## config.mk

```make
export PLATFORM = sky130hd
export DESIGN_NAME = sle_first_match
export DESIGN_NICKNAME = d
export VERILOG_FILES = /design/src/rtl/core/sle_pkg.sv /design/src/rtl/core/sle_first_match.sv
export SDC_FILE = /design/constraint.sdc
export NUM_CORES = 1
export LEC_CHECK = 0
export BUFFER_PORTS_ARGS = -buffer_cell sky130_fd_sc_hd__buf_2
export CAP_MARGIN = 20
export CORE_ASPECT_RATIO = 0.6
export CORE_MARGIN = 1
export CORE_UTILIZATION = 51
export DETAILED_ROUTE_END_ITERATION = 7
export GPL_ROUTABILITY_DRIVEN = 0
export PLACE_DENSITY = 0.91
export SETUP_SLACK_MARGIN = 0.4
export SLEW_MARGIN = 20
export SYNTH_ARGS = -nofsm -noshare
export SYNTH_HDL_FRONTEND = slang
export SYNTH_SLANG_ARGS = --single-unit
```

## constraint.sdc

```tcl
create_clock -name vclk -period 8.3
set_input_delay 2.49 -clock vclk [all_inputs]
set_output_delay 2.49 -clock vclk [all_outputs]
set_load 0.01 [all_outputs]
```

## src/rtl/core/sle_pkg.sv

```systemverilog
package sle_pkg;

   // Operation codes carried by req_mode
   typedef enum logic [1:0] {
      MODE_INSERT = 2'd0,
      MODE_DELETE = 2'd1,
      MODE_LOCATE = 2'd2
   } sle_mode_type;

   // Result status codes carried by rsp_status
   typedef enum logic [1:0] {
      ST_OK    = 2'd0,
      ST_RANGE = 2'd1,
      ST_FULL  = 2'd2
   } sle_status_type;

   // Sequencer states
   typedef enum logic {
      FSM_IDLE = 1'b0,
      FSM_FIND = 1'b1
   } sle_state_type;

   // Broadcast command to every cell of the chain
   typedef struct packed {
      logic ins;   // shift up from the insert point, load the new word there
      logic del;   // shift down from the delete point
      logic cmp;   // compare against the search word
   } sle_cell_cmd_type;

   localparam int unsigned DATA_W = 32;
   localparam int unsigned FIELD_W = 7;

endpackage

```

## src/rtl/core/sle_first_match.sv

```systemverilog
module sle_first_match #(
   parameter int unsigned CAPACITY = 64,
   parameter int unsigned CW = 7
) (
   input  logic [CAPACITY-1:0] match,
   output logic [CW-1:0]       found
);
   import sle_pkg::*;

   logic [CAPACITY-1:0] prefix;
   logic [CAPACITY-1:0] first;

   // prefix[i] is set when any match exists at or below i; log-depth OR tree
   always_comb begin
      prefix = match;
      for (int s = 1; s < CAPACITY; s = s * 2) begin
         prefix = prefix | (prefix << s);
      end
   end

   assign first = match & ~(prefix << 1);

   always_comb begin
      found = '0;
      for (int i = 0; i < CAPACITY; i++) begin
         if (first[i]) found = found | CW'(i + 1);
      end
   end

endmodule

```

**Word level (Yosys, flattened, before mapping)**

Index checks and enable logic that the tools add are counted.

- Bits in registers: 0
- Bits of input ports: 64
- Output and inout port bits: 7
- Logic and storage cells: 72

- Mux-type cells: 64
- Bitwise operators: 8

Operator list:

| operator | number |
|---|---|
| 63-bit OR | 6 |
| 6-bit two-way mux | 32 |
| 5-bit two-way mux | 16 |
| 64-bit bitwise AND | 1 |
| 64-bit inverter | 1 |
| 4-bit two-way mux | 8 |
| 3-bit two-way mux | 4 |
| 7-bit two-way mux | 1 |
| 2-bit two-way mux | 2 |
| 1-bit two-way mux | 1 |

**Depth between registers and ports, before layout**

- Word-level depth: 72
- Mapped depth: 7
- Mapped depth without buffers: 7

**Worst setup path before layout**

OpenSTA, ideal clock, no wires.

- Path type: input-to-output
- From: input port match[12]
- To: output port found[1]
- Arrival time: 3.975 ns
- Data required time: 5.810 ns
- Path slack: 1.835 ns
- Cell stages on the path: 7
- Path buffers: 0
- Cells stage by stage: nor4_4 -> nand4_4 -> nor3_2 -> nand4_1 -> o31a_1 -> nor2b_1 -> nand4_1

- Cells in the longest elaborated chain, start to end: 59

RTL lines:

| element | RTL line | text |
|---|---|---|
| start, declared | sle_first_match.sv:5 | `input logic [CAPACITY-1:0] match,` |
| 63-bit OR * (6 in a row) | sle_first_match.sv:17 | `prefix = prefix \| (prefix << s);` |
| 64-bit inverter * | sle_first_match.sv:21 | `assign first = match & ~(prefix << 1);` |
| 64-bit bitwise AND * | sle_first_match.sv:21 |  |
| 4-bit two-way mux (2 in a row) | sle_first_match.sv:26 | `if (first[i]) found = found \| CW'(i + 1);` |
| 5-bit two-way mux (16 in a row) | sle_first_match.sv:26 |  |
| 6-bit two-way mux (31 in a row) | sle_first_match.sv:26 |  |
| 6-bit two-way mux * | sle_first_match.sv:26 |  |
| 7-bit two-way mux * | sle_first_match.sv:26 |  |
| end, declared | sle_first_match.sv:6 | `output logic [CW-1:0] found` |

Every way passes the cells marked *; elsewhere a longest branch is shown, timed or not.

**Worst setup path after layout**

Same ends and word-level chain as after synthesis.

==> results.cfg <==
[grt]
track_usage_pct = 34.27
antenna_found_initial = 0
grt_pass1_wl_mm = 6.941
first_global_vias = 1514
grt_start_max_net_pins = 11
grt_overflow = 0

[timing]
max_freq_mhz = 141.8
worstMarginPinSlew_ns = 0.6099
whs_ns = 5.293
setup_tns_ns = 0
rsz0062_at_grt = false
layout_setup_ws_ns = 1.250
hold_viol_final = 0
report.final.slew_viol_count = 0
final.min_clock_period_ns = 7.050
setup_viol = 0
finalCritPeriodShare_pct = 84.94
max_slew_margin_pct = 58.97

[synthesis]
synthSimpleGateAreaFrac_pct = 65.28
synth.largest_area_cell = nor2_1
synthMuxAreaShare_pct = 0
synth_top_family_by_area = simple AND/OR/NAND/NOR gates
netlist_area_mm2 = 0.001265
synth_fa_ha_area_share_pct = 0
syn_inst = 201
synth_area_leaders = nor2_1 11%, nor3_4 5.1%, nor3_1 4.7%, o21ai_0 4.7%, a21oi_1 4.4%
syn_nets = 265
synth.top_cells.by_count = 37 x nor2_1, 12 x nor3_1, 12 x o21ai_0, 11 x a21oi_1
synth_warnings = 0
yosysSeqAreaShare_pct = 0
syn_avg_cell_area_um2 = 6.293
synth.most_common_cell = nor2_1
yosysUniqueCellTypes = 48
synth_compound_area_share_pct = 31.75
yosysTopAreaCellShare_pct = 10.98
synth-xor-area-share_pct = 0

[place]
port-buffer-count = 71
hpwl_mm = 3.825
place_ws_ns = 1.352

[run]
drv_cap = 0

[clock_tree]
ctsHoldBuffers = 0
postCtsSetupRepairBufs = 0
cts_resized = 0

[layout]
antenna_cells = 0
n_fill_cell = 189
n_clock_buffer = 0
multiInputGateArea_mm2 = 0.001227
area_delta_synth_final_pct = 31.06
seq_cells = 0
seq_area_um2 = 0
nNetsFinal = 338
final_layout_size_suffix_gt1_share_pct = 31.25

[worst_setup_path]
critical_path.endpoint_type = primary output
slowest_delay_ns = 0.45
critical_path_class = in2out
cp_top_family = simple AND/OR/NAND/NOR gates
worst_path_max_delay_cell = nor3_2
start_kind = input pin
worstPathCellList = buf_2 > nor4_4 > nand4_4 > nor3_2 > nand4_1 > o31a_1 > nor2b_1 > nand4_1 > buf_2
arrival_ns = 4.56
cp_num_buf_inv = 2
path_max_fanout = 9
path_depth = 9
required_ns = 5.81

[route]
num_vias = 1961
wl_met1_mm = 2.054
via_per_inst = 6.493
top_layer_used = met4
dr_wl_met3_um = 703
routed_wl_mm = 4.538
wl_per_cell_um = 15.03
drt_iter0_markers = 170
drc_errors = 0
ant_nets = 0
first_pass_iters = 4
dr_wl_met2_mm = 1.768

[pwr]
leakage_nw = 0.7025
powerDensity_mw_per_mm2 = 31.65
combPwrFrac_pct = 100.0
power_frac_clock_pct = 0
p_sw_mw = 0.03079
internal_power_mw = 0.02168
p_sw_share_pct = 58.68
vdd_drop_max_mv = 0.01886
power_frac_seq_pct = 0

[floorplanning]
die-width_um = 66.30
dieHeight_um = 40.58
die_area_mm2 = 0.002690
ios = 71
start_util_pct = 56.35
core.rowCount = 13
core_area_mm2 = 0.002245

[worst_hold_path]
whs_path_depth = 4
min_path_type = in2out

[run_status]
status = finished, final reports clean
-- placed cells by master, fill, tap and decap left out, types with 7 or more instances in the layout --
master and n:
nor2_1 37, nand3_1 9, nand4_1 7, buf_2 71, inv_1 10, nand2_1 10, a31oi_1 7, a21oi_1 11
nor3_1 12, o21ai_0 12, nor4_1 8
-- tightest hold or removal path: cells and delay by family --
kind | cells | cell delay [ns]
AND/OR/NAND/NOR | 1 | 0.04
buffers and inverters | 3 | 0.27
-- cells by family (layout without fill, tap and decap cells) --
group	after synthesis	after routing
simple gates	130	130
compound gates	61	61
buf+inv	10	81
-- stage by stage --
step	std cells	instance area (um^2)	util [%]	power, mW
final	302	1658	73.86	0.05246
after CTS	302	1658	73.86	0.05121
after global placement	302	1658	73.86	0.05055
after detailed placement	302	1658	73.86	0.05099
after global routing	302	1658	73.86	0.05758
after floorplan	201	1265	-	0.01926
-- power by group through the flow --
stage          clock, mW  combinational (mW)  sequential (mW)
2_1_floorplan          0              0.0193                0
3_3_place_gp           0              0.0506                0
3_5_place_dp           0              0.0510                0
4_1_cts                0              0.0512                0
5_1_grt                0              0.0576                0
6_report               0              0.0525                0
-- routing by layer --
layer,vias up,track usage [%]
met5,-,0
met4,0,1.064
met3,4,9.375
li1,952,-
met1,866,50.57
met2,139,51.02
-- final cells by class --
type | instances | area share [%]
multi-input combinational | 191 | 74.04
tap | 30 | 2.264
inverter | 10 | 2.264
timing repair buffer | 71 | 21.43
-- final timing paths --
check | from | to | slack (ns)
hold / removal | match[63] | found[6] | 5.29
setup / recovery | match[12] | found[1] | 1.25
Note: power is estimated with default switching activity, not from simulation.
