File: config.mk
export PLATFORM = sky130hd
export DESIGN_NAME = sle_cell
export DESIGN_NICKNAME = d
export VERILOG_FILES = /design/src/rtl/core/sle_pkg.sv /design/src/rtl/core/sle_cell.sv
export SDC_FILE = /design/constraint.sdc
export NUM_CORES = 1
export LEC_CHECK = 0
export BUFFER_PORTS_ARGS = -buffer_cell sky130_fd_sc_hd__buf_4
export CELL_PAD_IN_SITES_DETAIL_PLACEMENT = 1
export CELL_PAD_IN_SITES_GLOBAL_PLACEMENT = 1
export CORE_UTILIZATION = 30
export CTS_CLUSTER_SIZE = 20
export DETAILED_ROUTE_END_ITERATION = 7
export PLACE_DENSITY_LB_ADDON = 0.25
export SLEW_MARGIN = 20
export SYNTH_ARGS = -nofsm -noshare
export SYNTH_HDL_FRONTEND = slang
export SYNTH_SLANG_ARGS = --single-unit
File: constraint.sdc
create_clock -name clock -period 9.3 [get_ports clock]
set_clock_uncertainty 0.05 [all_clocks]
set_input_delay 1.395 -clock clock [delete_from_list [all_inputs] [get_ports clock]]
set_output_delay 1.395 -clock clock [all_outputs]
set_load 0.02 [all_outputs]
File: src/rtl/core/sle_pkg.sv
package sle_pkg;

   // Operation codes carried by req_mode
   typedef enum logic [1:0] {
      MODE_INSERT = 2'd0,
      MODE_DELETE = 2'd1,
      MODE_LOCATE = 2'd2
   } sle_mode_type;

   // Result status codes carried by rsp_status
   typedef enum logic [1:0] {
      ST_OK    = 2'd0,
      ST_RANGE = 2'd1,
      ST_FULL  = 2'd2
   } sle_status_type;

   // Sequencer states
   typedef enum logic {
      FSM_IDLE = 1'b0,
      FSM_FIND = 1'b1
   } sle_state_type;

   // Broadcast command to every cell of the chain
   typedef struct packed {
      logic ins;   // shift up from the insert point, load the new word there
      logic del;   // shift down from the delete point
      logic cmp;   // compare against the search word
   } sle_cell_cmd_type;

   localparam int unsigned DATA_W = 32;
   localparam int unsigned FIELD_W = 7;

endpackage

File: src/rtl/core/sle_cell.sv
module sle_cell #(
   parameter int unsigned IDX = 0,
   parameter int unsigned IW = 6,
   parameter int unsigned CW = 7
) (
   input  logic                                   clock,
   input  sle_pkg::sle_cell_cmd_type              cmd,
   input  logic [IW-1:0]                          pos_idx,
   input  logic [CW-1:0]                          count,
   input  logic signed [sle_pkg::DATA_W-1:0]      value,
   input  logic signed [sle_pkg::DATA_W-1:0]      left_entry,
   input  logic signed [sle_pkg::DATA_W-1:0]      right_entry,
   output logic signed [sle_pkg::DATA_W-1:0]      entry,
   output logic                                   match
);
   import sle_pkg::*;

   localparam logic [IW-1:0] IDX_I = IW'(IDX);
   localparam logic [CW-1:0] IDX_C = CW'(IDX);

   logic signed [DATA_W-1:0] entry_ff;
   logic signed [DATA_W-1:0] entry_in;
   logic                     match_ff;

   always_comb begin
      entry_in = entry_ff;
      if (cmd.ins) begin
         if (IDX_I > pos_idx) entry_in = left_entry;
         else if (IDX_I == pos_idx) entry_in = value;
      end else if (cmd.del) begin
         if (IDX_I >= pos_idx) entry_in = right_entry;
      end
   end

   always_ff @(posedge clock) begin
      entry_ff <= entry_in;
      if (cmd.cmp) match_ff <= (entry_ff == value) && (IDX_C < count);
   end

   assign entry = entry_ff;
   assign match = match_ff;

endmodule

Word-level counts from Yosys, hierarchy flattened. Index checks and enable logic that the tools add are counted.

Reduce and logical (&&, ||, !) cells: 5. Equality and inequality tests: 2. Multiplexer cells: 5. $lt $le $gt $ge: 3. Shift-type cells: 0. Div/mod/pow operators: 0. Bitwise operators: 0. $add $sub $neg: 0. $mul: 0.

Operator list (count): two-way mux 32 bit (5); equality test 32 bit (1); < comparator 1 x 7 -> 1 bit (first input constant) (1); >= comparator 1 x 6 -> 1 bit (first input constant) (1); > comparator 1 x 6 -> 1 bit (first input constant) (1); logical NOT 6 bit (1); nonzero test 2 bit (2); inequality test 3 x 1 -> 1 bit (second input constant) (1); AND reduction 3 bit (1); logical AND 1 bit (1).

Output and inout bits: 33. Memories: 0. Bits in latches: 0. ROM bits: 0. Register bits: 33. RAM bits: 0. Logic and storage cells: 17.

Depth between registers and ports, before layout.
Depth in word-level cells: 4. Depth in mapped cells: 4. Gate-level depth less buffers: 4.

Worst setup path before layout. OpenSTA, ideal clock, no wires.

Path type: input-to-reg. Start: input pos_idx[2]. End: register entry_ff[0], in the netlist entry[0], enable pin. Cell stages on the path: 2. Buffers on the path: 0. Library setup time: 0.505 ns. Path slack: 3.761 ns. Arrival time: 4.984 ns. Path through: or4_1 > nor4_1.

Word-level cells in the longest chain between the ends: 3. Elaborated cells between the ends (all ways): 6. Those cells by class: order compare: 2; eq/ne: 1; reduce/logical: 3.

Ends and longest elaborated chain: from (decl) (line sle_cell.sv:8) `input logic [IW-1:0] pos_idx,`; > comparator 1 x 6 -> 1 bit (tied with other cells) (line sle_cell.sv:28) `if (IDX_I > pos_idx) entry_in = left_entry;`; inequality test 3 x 1 -> 1 bit (no line) or nonzero test 2 bit (tied branches); AND reduction 3 bit (no line) (*); to (signal assigned) (line sle_cell.sv:36) `entry_ff <= entry_in;`; to (decl) (line sle_cell.sv:21) `logic signed [DATA_W-1:0] entry_ff;`.

Every way passes the cells marked *; elsewhere a longest branch is shown, timed or not. A chain may end at the register's enable or synchronous reset.

Final worst setup path.
Start: input pos_idx[2]. End: register entry_ff[18], in the netlist entry[18], enable pin.

Same word-level chain as after synthesis.

==> reports/metrics.yaml <==
critical_path:
  critPathCaptureType: "register"
  path_class: "in2reg"
  arrival_ns: 2.62
  cp-start-kind: "input pin"
  cp_max_fo: 32
  r2r_cells: 4
  required_ns: 9.18
placed_design:
  post-place-ws_ns: 6.249
  io_buffers: 113
  dp.final_hpwl_um: 3540
  gp_congestion: 0.6810
power:
  seqPwrFrac_pct: 51.8
  p_clk_share_pct: 31.0
  powerDensity_nw_per_um2: 116.1
  p_int_mw: 0.2538
  switchingPower_mw: 0.06945
  pwr-share-comb_pct: 17.3
  power.total_mw: 0.3232
  peakVddDrop_v: 0.00008432
  p_leak_nw: 1.150
  sw_frac_of_total_pct: 21.49
grt:
  grt_pass1_vias: 1459
  antenna_found_initial: 0
  grt_usage_pct: 14.88
  grt_start_max_net_pins: 34
  grt_pass1_wl_um: 6948
  overflow: 0
layout:
  synthToLayoutAreaGrowth_pct: 56.91
  nNetsFinal: 347
  final_util_pct: 49.64
  layout_commonest_cell: "buf_4"
  layout-drive-gt1-share_pct: 66.67
  most-common-layout-cells: "buf_4 (114), edfxtp_1 (33), mux2_2 (32)"
  multi_input_area_um2: 770.7
  antenna_cells: 0
  register_area_um2: 991.0
  nFillCells: 612
synth:
  yosysWarnings: 0
  seq_area_frac_synth_pct: 55.85
  synthDistinctLibCells: 14
  syn-cell-area_um2: 1774
  synth_xor_area_share_pct: 15.80
  yosysTopAreaCell: "edfxtp_1"
  synth_cells: 117
  syn_avg_cell_area_um2: 15.16
  syn-num-nets: 230
  synth_adder_area_share_pct: 0
  synthMuxAreaShare_pct: 20.31
  synth-seq-cells: 33
  synthSimpleGateAreaFrac_pct: 6.135
  synth_top_area_share_pct: 55.85
  synth_top_family_by_area: "multiplexers"
  synth-compound-area-share_pct: 0.8463
  ys_top_cells_by_area: "edfxtp_1 (56%), mux2_2 (20%), xor2_1 (14%)"
floorplan:
  core_area_um2: 5608
  dieWidth_um: 78.90
  io_pins: 146
  rows: 27
  dieArea_um2: 6225
  start_util_pct: 31.64
  fp.dieH_um: 78.90
clock_tree:
  clockBufferDepth: 2
  cts_setup_buffers: 0
  cts_resized: 0
  clk_pin_slew_ns: 0.06
  cts_tree: "yes"
  cts_made_buffers: 5
  clkSinkCount: 33
  cts.root.buffer_cell: "clkbuf_8"
  insertion_delay_ns: 0.28
  ctsHoldBuffers: 0
  htree_num_levels: 2
worst_hold_path:
  min_path_type: "reg2reg"
  min_path_cells: 3
timing:
  max_freq_mhz: 365.0
  setup_tns_ns: 0
  rsz0062_at_grt: "no"
  setup_viol: 0
  period_share_pct: 29.46
  fin_crit_ns: 2.740
  relSlewSlack_pct: 69.64
  whs_ns: 0.6814
  finalHoldViolations: 0
  worst_slack_ns: 6.560
  worst_pin_slew_ns: 0.4512
  finalMaxSlewViolations: 0
detailed_routing:
  drc: 0
  drt_first_pass_iters: 4
  detail_route.vias_per_cell: 4.500
  first_iter_violations: 36
  antenna_left: 0
  drt-total-wl_um: 4532
  vias: 1377
  avgRoutedWirePerCell_um: 14.81
run:
  cap_violations: 0
run_status:
  status: "finished, final reports clean"
-- through the flow --
stage / cell area [um2] / instances
floorplan: 1774 / 117
global placement: 2708 / 299
detailed placement: 2708 / 299
CTS: 2784 / 306
global route: 2784 / 306
finish: 2784 / 306
-- cells by family after synthesis --
logic type                count (synthesis)
xor gates and xnor gates                 32
muxes                                    32
DFF                                      33
AOI/OAI and AO/OA                         1
and+or+nand+nor                          15
buffers and inverters                     4
-- critical path, stage by stage --
cell and delay, ns:
buf_4 0.10, or4_1 0.53, nor4_2 0.14, buf_4 0.43
-- power by group through the flow --
stage | logic [mW] | clock network (mW) | registers [mW]
6_report | 0.0559 | 0.100 | 0.167
2_1_floorplan | 0.0213 | 0 | 0.172
5_1_grt | 0.0606 | 0.109 | 0.167
3_3_place_gp | 0.0556 | 0 | 0.170
3_5_place_dp | 0.0567 | 0 | 0.171
4_1_cts | 0.0569 | 0.104 | 0.167
-- path summary, 6_finish.rpt --
kind	from	to	slack [ns]
worst max-delay path	pos_idx[2]	entry[18]	6.56
worst min-delay path	entry[5]	match	0.68
worst max register to register	entry[22]	match	7.55
worst min register to register	entry[5]	match	0.68
-- layer usage --
layer | wire [um] | up-vias | track usage [%]
li1 | - | 676 | -
met1 | 1842 | 638 | 16.98
met2 | 2303 | 59 | 26.43
met3 | 323 | 4 | 3.103
met4 | 63 | 0 | 7.091
met5 | 0 | - | 0
-- Yosys cell counts, drive strengths merged --
| library cell | number |
|---|---|
| edfxtp | 33 |
| mux2 | 32 |
| xor2 | 28 |
| nor4 | 9 |
| xnor2 | 4 |
| buf | 3 |
| nand4 | 2 |
| a2111oi | 1 |
| clkbuf | 1 |
| nand3 | 1 |
| nor2 | 1 |
| nor3 | 1 |
| or4 | 1 |
-- flip-flops by register name (all words and copies together), names as in the netlist --
| signal | cells |
|---|---|
| entry | 32 |
| match | 1 |
-- cell type report --
class / instances / share of cell area (%)
Clock inverter: 1 / 0.1348
Multi-Input combinational cell: 80 / 27.69
Timing Repair Buffer: 114 / 30.74
Sequential cell: 33 / 35.60
Clock buffer: 6 / 2.607
Tap cell: 72 / 3.236
No activity file was read; power rests on OpenSTA's default activity.
